==> src/design/smacd_pkg.sv <==
package smacd_pkg;

  localparam int SLOW_LEN   = 10;
  localparam int FAST_LEN   = 3;
  localparam int PRICE_BITS = 32;

  // Fast window clamped into 1..SLOW_LEN
  localparam int FAST_W = (FAST_LEN < 1) ? 1 : ((FAST_LEN > SLOW_LEN) ? SLOW_LEN : FAST_LEN);

  localparam int PRICE_W      = 32;
  localparam int DATA_W       = (PRICE_BITS < PRICE_W) ? PRICE_BITS : PRICE_W;
  localparam int PTR_W        = $clog2(SLOW_LEN);
  localparam int FILL_W       = $clog2(SLOW_LEN + 1);
  localparam int SLOW_SUM_W   = DATA_W + $clog2(SLOW_LEN);
  localparam int FAST_SUM_W   = DATA_W + $clog2(FAST_W);
  localparam int CMP_W        = SLOW_SUM_W + $clog2(SLOW_LEN + 1);
  localparam int FAST_TOTAL_W = 34;
  localparam int SLOW_TOTAL_W = 36;
  localparam int SIGNAL_W     = 2;

  localparam logic [SIGNAL_W-1:0] SIG_NONE = 2'd0;
  localparam logic [SIGNAL_W-1:0] SIG_BUY  = 2'd1;
  localparam logic [SIGNAL_W-1:0] SIG_SELL = 2'd2;

endpackage

==> src/design/smacd_if.sv <==
interface smacd_in_if import smacd_pkg::*; ();
  logic               valid;
  logic               ready;
  logic [PRICE_W-1:0] price;

  modport source (output valid, output price, input ready);
  modport sink (input valid, input price, output ready);
endinterface

interface smacd_out_if import smacd_pkg::*; ();
  logic                    valid;
  logic                    ready;
  logic                    warmed_up;
  logic                    fast_leads;
  logic [SIGNAL_W-1:0]     signal;
  logic [FAST_TOTAL_W-1:0] fast_total;
  logic [SLOW_TOTAL_W-1:0] slow_total;

  modport source (output valid, output warmed_up, output fast_leads, output signal,
                  output fast_total, output slow_total, input ready);
  modport sink (input valid, input warmed_up, input fast_leads, input signal,
                input fast_total, input slow_total, output ready);
endinterface

==> src/design/sma_crossover_detector.sv <==
// Channel   Role    Payload
// samples   sink    price
// results   source  warmed_up, fast_leads, signal, fast_total, slow_total
//
// One request per cycle sustained while the results channel is ready; each sample passes
// through the window read, the running-sum update, then the compare into the output register.
// Rate is set by the running-sum recurrence.
// Synchronous reset clears pointer, fill count, sums and relation history;
// the window memory is not cleared, entries are read only once written.
// A stalled output backs up stage by stage; empty stages still take requests.
module sma_crossover_detector import smacd_pkg::*; (
  input logic          clk,
  input logic          rst,
  smacd_in_if.sink     samples,
  smacd_out_if.source  results
);

  // window memory, two read ports (oldest entry, entry FAST_W back)
  logic [DATA_W-1:0] window_mem [SLOW_LEN];

  logic [PTR_W-1:0]  wp;
  logic [PTR_W-1:0]  fast_addr;
  logic [FILL_W-1:0] fill;

  // stage 1: read data
  logic              s1_valid;
  logic [DATA_W-1:0] s1_price;
  logic [DATA_W-1:0] s1_old_slow;
  logic [DATA_W-1:0] s1_old_fast;
  logic              s1_sub_slow;
  logic              s1_sub_fast;
  logic              s1_warm;

  // stage 2: running sums
  logic                  s2_valid;
  logic                  s2_warm;
  logic [FAST_SUM_W-1:0] fast_sum;
  logic [SLOW_SUM_W-1:0] slow_sum;

  // stage 3: output register and relation history
  logic                    out_valid;
  logic                    out_warm;
  logic                    out_above;
  logic [SIGNAL_W-1:0]     out_signal;
  logic [FAST_TOTAL_W-1:0] out_fast_total;
  logic [SLOW_TOTAL_W-1:0] out_slow_total;
  logic                    prev_known;
  logic                    prev_above;

  logic en1, en2, en3, accept;
  logic [DATA_W-1:0] price_in;
  logic [CMP_W-1:0]  lhs, rhs;
  logic              above;
  logic [SIGNAL_W-1:0] sig_next;

  assign en3    = !out_valid || results.ready;
  assign en2    = !s2_valid || en3;
  assign en1    = !s1_valid || en2;
  assign accept = samples.valid && en1;
  assign samples.ready = en1;

  assign price_in = samples.price[DATA_W-1:0];

  always_comb begin
    if (wp >= PTR_W'(FAST_W % SLOW_LEN)) begin
      fast_addr = wp - PTR_W'(FAST_W % SLOW_LEN);
    end else begin
      fast_addr = wp + PTR_W'(SLOW_LEN - FAST_W);
    end
  end

  // write at wp and read the oldest entry from the same slot (read-before-write)
  always_ff @(posedge clk) begin
    if (accept) begin
      window_mem[wp] <= price_in;
      s1_old_slow    <= window_mem[wp];
      s1_old_fast    <= window_mem[fast_addr];
      s1_price       <= price_in;
      s1_sub_slow    <= (fill == FILL_W'(SLOW_LEN));
      s1_sub_fast    <= (fill >= FILL_W'(FAST_W));
      s1_warm        <= (fill >= FILL_W'(SLOW_LEN - 1));
    end
  end

  always_ff @(posedge clk) begin
    if (rst) begin
      wp       <= '0;
      fill     <= '0;
      s1_valid <= 1'b0;
    end else begin
      if (en1) begin
        s1_valid <= samples.valid;
      end
      if (accept) begin
        wp <= (wp == PTR_W'(SLOW_LEN - 1)) ? '0 : wp + 1'b1;
        if (fill != FILL_W'(SLOW_LEN)) begin
          fill <= fill + 1'b1;
        end
      end
    end
  end

  always_ff @(posedge clk) begin
    if (rst) begin
      s2_valid <= 1'b0;
      fast_sum <= '0;
      slow_sum <= '0;
    end else if (en2) begin
      s2_valid <= s1_valid;
      if (s1_valid) begin
        s2_warm  <= s1_warm;
        slow_sum <= slow_sum + SLOW_SUM_W'(s1_price)
                    - (s1_sub_slow ? SLOW_SUM_W'(s1_old_slow) : '0);
        fast_sum <= fast_sum + FAST_SUM_W'(s1_price)
                    - (s1_sub_fast ? FAST_SUM_W'(s1_old_fast) : '0);
      end
    end
  end

  // fast/FAST_W > slow/SLOW_LEN without division
  assign lhs   = CMP_W'(fast_sum) * CMP_W'(SLOW_LEN);
  assign rhs   = CMP_W'(slow_sum) * CMP_W'(FAST_W);
  assign above = lhs > rhs;

  always_comb begin
    sig_next = SIG_NONE;
    if (prev_known && (above != prev_above)) begin
      sig_next = above ? SIG_BUY : SIG_SELL;
    end
  end

  always_ff @(posedge clk) begin
    if (rst) begin
      out_valid  <= 1'b0;
      prev_known <= 1'b0;
      prev_above <= 1'b0;
    end else if (en3) begin
      out_valid <= s2_valid;
      if (s2_valid) begin
        out_warm <= s2_warm;
        if (s2_warm) begin
          out_above      <= above;
          out_signal     <= sig_next;
          out_fast_total <= FAST_TOTAL_W'(fast_sum);
          out_slow_total <= SLOW_TOTAL_W'(slow_sum);
          prev_known     <= 1'b1;
          prev_above     <= above;
        end else begin
          out_above      <= 1'b0;
          out_signal     <= SIG_NONE;
          out_fast_total <= '0;
          out_slow_total <= '0;
        end
      end
    end
  end

  assign results.valid      = out_valid;
  assign results.warmed_up  = out_warm;
  assign results.fast_leads = out_above;
  assign results.signal     = out_signal;
  assign results.fast_total = out_fast_total;
  assign results.slow_total = out_slow_total;

`ifndef NO_ASSERTIONS
  a_fill_range: assert property (@(posedge clk) disable iff (rst)
    fill <= FILL_W'(SLOW_LEN))
    else $error("fill count beyond window length");

  a_wp_range: assert property (@(posedge clk) disable iff (rst)
    wp < PTR_W'(SLOW_LEN))
    else $error("write pointer out of range");

  a_warm_zero: assert property (@(posedge clk) disable iff (rst)
    (results.valid && !results.warmed_up) |->
      (!results.fast_leads && results.signal == SIG_NONE
       && results.fast_total == '0 && results.slow_total == '0))
    else $error("warm-up result carries nonzero fields");

  a_sig_dir: assert property (@(posedge clk) disable iff (rst)
    (results.valid && results.signal != SIG_NONE) |->
      ((results.signal == SIG_BUY) == results.fast_leads))
    else $error("signal direction disagrees with relation");

  a_fill_warm: assert property (@(posedge clk) disable iff (rst)
    (s1_valid && s1_sub_slow) |-> s1_warm)
    else $error("full window item not marked warmed up");
`endif

endmodule

==> src/flat_wrapper.sv <==
// flat-port wrapper written by rule: the top's interface ports become plain ports
module sma_crossover_detector_flat import smacd_pkg::*;
  (clk, rst, samples_valid, samples_price, samples_ready, results_valid, results_warmed_up, results_fast_leads, results_signal, results_fast_total, results_slow_total, results_ready);
  smacd_in_if samples_i ();
  smacd_out_if results_i ();
  input logic clk;
  input logic rst;
  input wire logic [$bits(samples_i.valid)-1:0] samples_valid;
  input wire logic [$bits(samples_i.price)-1:0] samples_price;
  output wire logic [$bits(samples_i.ready)-1:0] samples_ready;
  output wire logic [$bits(results_i.valid)-1:0] results_valid;
  output wire logic [$bits(results_i.warmed_up)-1:0] results_warmed_up;
  output wire logic [$bits(results_i.fast_leads)-1:0] results_fast_leads;
  output wire logic [$bits(results_i.signal)-1:0] results_signal;
  output wire logic [$bits(results_i.fast_total)-1:0] results_fast_total;
  output wire logic [$bits(results_i.slow_total)-1:0] results_slow_total;
  input wire logic [$bits(results_i.ready)-1:0] results_ready;
  assign samples_i.valid = samples_valid;
  assign samples_i.price = samples_price;
  assign samples_ready = samples_i.ready;
  assign results_valid = results_i.valid;
  assign results_warmed_up = results_i.warmed_up;
  assign results_fast_leads = results_i.fast_leads;
  assign results_signal = results_i.signal;
  assign results_fast_total = results_i.fast_total;
  assign results_slow_total = results_i.slow_total;
  assign results_i.ready = results_ready;
  sma_crossover_detector u_core (.clk(clk), .rst(rst), .samples(samples_i), .results(results_i));
endmodule
==> config.mk <==
export PLATFORM = sky130hd
export DESIGN_NAME = sma_crossover_detector_flat
export DESIGN_NICKNAME = d
export VERILOG_FILES = /design/src/design/smacd_pkg.sv /design/src/design/smacd_if.sv /design/src/design/sma_crossover_detector.sv /design/src/flat_wrapper.sv
export SDC_FILE = /design/constraint.sdc
export NUM_CORES = 1
export LEC_CHECK = 0
export ABC_CLOCK_PERIOD_IN_PS = 9500
export BUFFER_PORTS_ARGS = -buffer_cell sky130_fd_sc_hd__clkbuf_2
export CORE_MARGIN = 5
export CORE_UTILIZATION = 45
export CTS_BUF_LIST = sky130_fd_sc_hd__clkbuf_16
export CTS_CLUSTER_SIZE = 24
export DETAILED_ROUTE_END_ITERATION = 10
export MAX_ROUTING_LAYER = met4
export PLACE_DENSITY = 0.59
export SETUP_SLACK_MARGIN = 0.4
export SLEW_MARGIN = 10
export SYNTH_ARGS = -nofsm -noshare
export SYNTH_HDL_FRONTEND = slang
export SYNTH_SLANG_ARGS = --single-unit
export TNS_END_PERCENT = 30
==> constraint.sdc <==
create_clock -name clk -period 9.5 [get_ports clk]
set_input_delay 0.95 -clock clk [delete_from_list [all_inputs] [get_ports clk]]
set_output_delay 0.95 -clock clk [all_outputs]
set_load 0.01 [all_outputs]
# Word-level counts from Yosys, hierarchy flattened
# Memory sizes are Yosys's and may differ from the RTL's. A register that Yosys moved wholly into a read port is not among the register bits.
# Index checks and enable logic that the tools add are counted.
[classes]
eq_ne = 4
bitwise = 1
multipliers = 2
n_reduce_logical = 14
mux = 7
addsub = 8
n_lt_le_gt_ge = 4
[ops]
columns = ["operator", "count"]
rows = [
  ["32-bit 2-to-1 mux", 2],
  ["38-bit > comparator", 1],
  ["36-bit by 2-bit multiplier with 38-bit output (second input constant)", 1],
  ["34-bit by 3-bit multiplier with 37-bit output (second input constant)", 1],
  ["36-bit by 32-bit adder with 36-bit output", 1],
  ["36-bit subtractor", 1],
  ["34-bit by 32-bit adder with 34-bit output", 1],
  ["34-bit subtractor", 1],
  ["3-bit AND reduction", 3],
  ["4-bit by 1-bit adder with 4-bit output (second input constant)", 2],
  ["4-bit == test (second input constant)", 2],
  ["4-bit by 2-bit >= comparator with 1-bit output (second input constant)", 2],
  ["4-bit 2-to-1 mux", 2],
  ["2-bit AND reduction", 3],
  ["4-bit by 3-bit adder with 4-bit output (second input constant)", 1],
  ["4-bit >= comparator (second input constant)", 1],
  ["4-bit != test (second input constant)", 1],
  ["4-bit by 2-bit subtractor with 4-bit output (second input constant)", 1],
  ["1-bit zero test", 3],
  ["1-bit logical OR", 3],
  ["1-bit logical AND", 2],
  ["1-bit 2-to-1 mux", 2],
  ["2-bit 2-to-1 mux", 1],
  ["1-bit != test", 1],
  ["1-bit NOT", 1],
]
[totals]
register_bits = 193
out_inout_bits = 76
memories = 1
inputBits = 36
mem_bits_rw = 320
wordCells = 60
[memory_table]
columns = ["name", "words", "word_bits", "rd", "rd_clocked_by_memory_dff", "wr", "line", "text"]
rows = [
  ["u_core.window_mem", 10, 32, 2, 2, 1, "sma_crossover_detector.sv:19", "logic [DATA_W-1:0] window_mem [SLOW_LEN];"],
]

# Logic depth before layout (Yosys ltp)
[depth]
ltp_word = 7
ltp_mapped = 23
mapped_depth_nobuf = 23

# Worst setup path after synthesis
# No wires, ideal clock.
[synth_timing]
path_kind = "input to register"
startpoint = "input port rst"
endpoint = "register u_core.out_above (netlist: u_core.results.fast_leads) (enable)"
path_slack_ns = 2.103
setup_time_ns = 0.613
t_arrival_ns = 6.784
t_required_ns = 8.887
path_stages = 3
n_path_buf = 2
path_cell_list = "clkbuf_1 > clkbuf_1 > nor3b_1"
[synth_between]
elab_chain_cells = 2
[synth_rtl]
columns = ["item", "line", "text"]
rows = [
  ["start, declared", "flat_wrapper.sv:7", "input logic rst;"],
  ["1-bit NOT (no source line)", "--", ""],
  ["3-bit AND reduction (no source line)", "--", ""],
  ["end signal, assigned", "sma_crossover_detector.sv:142", "out_above <= above;"],
  ["end, declared", "sma_crossover_detector.sv:43", "logic out_above;"],
]
# No other way between the ends.
# A chain may end at the register's enable or synchronous reset.

# Worst setup path after layout
[layout_timing]
startpoint = "register u_core.fast_sum[1]"
endpoint = "register u_core.out_above (netlist: u_core.results.fast_leads) (data pin)"
[layout_between]
elab_chain_cells = 2
[layout_rtl]
columns = ["item", "line", "text"]
rows = [
  ["start, declared", "sma_crossover_detector.sv:37", "logic [FAST_SUM_W-1:0] fast_sum;"],
  ["start signal, assigned", "sma_crossover_detector.sv:114", "fast_sum <= fast_sum + FAST_SUM_W'(s1_price)"],
  ["34-bit by 3-bit multiplier with 37-bit output", "sma_crossover_detector.sv:121", "assign lhs = CMP_W'(fast_sum) * CMP_W'(SLOW_LEN);"],
  ["38-bit > comparator", "sma_crossover_detector.sv:123", "assign above = lhs > rhs;"],
]
# No other way between the ends.

==> results by group <==
Timing
  • Slew headroom: about 29%
  • Final WS setup: about 4.2 ns
  • Period utilization: 56.1%
  • Final min period: between 5 and 6 ns
  • Tightest Pin Transition: 1.06 ns
  • Hold Fails Final Rpt: 0
  • Setup TNS: 0 ns
  • RSZ-0062 raised after global routing: false
  • F_max: between 150 and 200 MHz
  • Slew Viols, Final: 0
  • Post-Route Skew: 0.0382 ns
  • Setup violators final: 0

Clock tree
  • Maximum root-to-sink buffer count: 3
  • Total CTS buffers: between 60 and 70
  • Clk Latency, worst-skew pair: 0.65 ns
  • Post_cts resized: 0
  • Post-CTS setup buffers: 0
  • Hold_buf cts: 0
  • CTS root buf: clkbuf_16
  • H-tree Lvls: 2
  • CTS Sinks: 577
  • Clk slew on worst S/H paths: around 0.060 ns
  • TritonCTS clock tree: done

Setup path
  • RR Startpoint: u_core.fast_sum[1]
  • Setup CP Type: register to register
  • Critical Path Start Type: register
  • Reg-to-reg setup timing slack: 4.17 ns
  • Worst EP arrival: around 5.7 ns
  • CP required: 9.87 ns
  • Worst r2r dst: u_core.results.fast_leads
  • Crit path max fanout: 5
  • Reg2reg path depth: 21
  • Crit end category: register

Logic synthesis
  • Avg Inst Size Synth: 12.0 um^2
  • Flops & latches, synth: around 580
  • Syn Std Cell Area: approximately 34000 um^2
  • Sequential share of the synthesized area: about half
  • Syn_nets: 3143
  • Fraction of registers with async set/reset: 0%
  • Warnings from Yosys: 0
  • EDFF count, synth: between 400 and 500
  • Most used DFF post-synth: edfxtp_1
  • Mapped Cells: around 2800
  • Cell variety after synth: between 80 and 90

Min path
  • WHS Endpoint: u_core.s2_warm
  • Worst hold-check path type: register to register
  • Hold depth: 0
  • Hold_sp: u_core.s1_warm

GRT
  • Number of global-route vias before repair: ~22000
  • GR Overflow Total: 0
  • Initial antenna violation count: 3
  • First-pass GRT wire length: ~130000 um
  • Global-route usage over all layers: between 20% and 30%
  • Largest net degree at the start of global routing: between 100 and 150

Route
  • WL final: 80500 um
  • Vias per cell: ~5.7
  • Starting DRT DRC Count: between 1500 and 2000
  • Antenna-violating nets left: 0
  • Vias: 22252
  • Drt drc: 0
  • 1st-pass router iterations: 5
  • WL per Instance: between 20 and 25 um

Power and ir drop
  • Pwr Total: 8.47 mW
  • PD cells: about 230 nW/um^2
  • Pleak: around 15 nW
  • Worst VDD drop: 0.000173 V

Placed design
  • Buffers on Ports: ~110
  • DP Worst Slack: around 4.2 ns
  • Placer congestion estimate: approximately 0.91
  • DP HPWL: about 57000 um

Floorplanning
  • Die Y: 285 um
  • Io pins: 112
  • Num rows: 100
  • Core area: around 75000 um^2
  • Die X: ~280 um
  • DIE AREA: just over 80000 um^2
  • Starting Density: approximately 45%

Layout
  • Most frequent cells in the layout: edfxtp_1 (494), inv_1 (283), a21oi_1 (245), ha_1 (216), nand2_1 (161)
  • P&R area growth vs syn: 10.4%
  • Most common cell after layout, fill and taps aside: edfxtp_1
  • Final nets: between 3000 and 4000
  • Layout cells sized above 1: 13.3%

Run
  • Maxcap violations: 0

Run status
  • Status: finished clean
[report_power, final]
| group | switching, mW | internal, mW |
|---|---|---|
| Combinational | 1.77 | 1.31 |
| Clock | 0.999 | 1.29 |
| Sequential | 0.173 | 2.93 |
[worst max path at each step]
stage | to | cells past startpoint | slack (ns) | start
final | u_core.results.fast_leads | 21 | 4.17 | u_core.fast_sum[1]
after CTS | u_core.results.fast_leads | 21 | 4.24 | u_core.fast_sum[3]
after global routing | u_core.results.signal[1] | 21 | 3.90 | u_core.fast_sum[3]
after detailed placement | u_core.results.fast_leads | 21 | 4.25 | u_core.fast_sum[1]
after global placement | u_core.results.fast_leads | 21 | 4.30 | u_core.fast_sum[1]
after floorplan | u_core.results.fast_leads | 3 | 2.10 | rst
[cells in the mapped netlist (19+ instances only)]
cell type	instances	share of area (%)
a211oi_1	85	1.9
a21o_1	88	1.9
a21oi_1	246	3.6
and2_1	147	2.7
buf_1	19	0.21
clkbuf_1	94	1.0
dfxtp_1	83	4.9
edfxtp_1	494	44
fa_1	66	3.9
ha_1	216	8.0
inv_1	272	3.0
mux2i_1	67	2.0
mux4_2	128	8.5
nand2_1	163	1.8
nand3_1	27	0.40
nand4_1	26	0.48
nor2_1	107	1.2
nor2b_1	76	1.4
o21ai_0	69	1.0
o21bai_1	19	0.42
xnor2_1	72	1.9
xor2_1	45	1.2
[cells by family after synthesis]
logic type               Yosys count  share of synthesized area (%)
AO/OA/AOI/OAI                    636                           12.2
flip-flops                       577                           48.6
XOR/XNOR                         117                           3.02
AND/OR/NAND/NOR                  624                           9.48
multiplexers                     195                           10.5
buffers and inverters            394                           4.38
adder cells (fa/ha/maj)          282                           11.8
[through the flow]
step	std cells	utilization, %	hold WS [ns]	area, um^2
6_report	3929	50.2	0.428	37500
5_1_grt	3929	50.2	0.431	37500
4_1_cts	3925	50.2	0.430	37500
2_1_floorplan	2825	-	0.400	34000
3_3_place_gp	3811	47.6	0.410	35500
3_5_place_dp	3811	47.6	0.415	35500
[final cells by class]
cell class                 count  area [um^2]
fill                        6415        37200
multi-input combinational   1854        16000
tap                          969         1210
inverter                     275         1030
sequential                   577        16500
antenna                        3         7.51
timing repair buffer         137          776
clock inverter                52          397
clock buffer                  62         1550
[critical path, cell delays in order, from the launching register on]
cell	delay (ns)
dfxtp_1	0.40
ha_1	0.26
ha_1	0.23
fa_1	0.43
a211oi_1	0.35
o21ai_0	0.25
a21oi_1	0.34
o2111ai_1	0.18
a21oi_1	0.36
o21ai_2	0.14
a41oi_1	0.31
o21ai_0	0.22
a31oi_1	0.25
xnor2_1	0.10
ha_1	0.20
a21o_1	0.17
a21oi_1	0.14
o21ai_0	0.10
a21oi_1	0.20
o21ai_0	0.12
o31a_1	0.16
and2_1	0.17
[routing by layer]
layer / vias up / GRT usage [%] / part of all wire (%)
li1: 10564 / - / -
met1: 10955 / 28.1 / 46
met2: 612 / 31.6 / 46
met3: 121 / 2.69 / 5.3
met4: 0 / 4.88 / 2.3
met5: - / - / 0
[sequential cells by signal, indices dropped and copies added (netlist names), 2 cells and up]
register	count
u_core.results.fast_total	34
u_core.s1_old_slow	32
u_core.results.signal	2
u_core.window_mem	320
u_core.s1_price	32
u_core.fast_sum	34
u_core.s1_old_fast	32
u_core.fill	4
u_core.wp	4
u_core.slow_sum	36
u_core.results.slow_total	36
No activity file was read; power rests on OpenSTA's default activity.
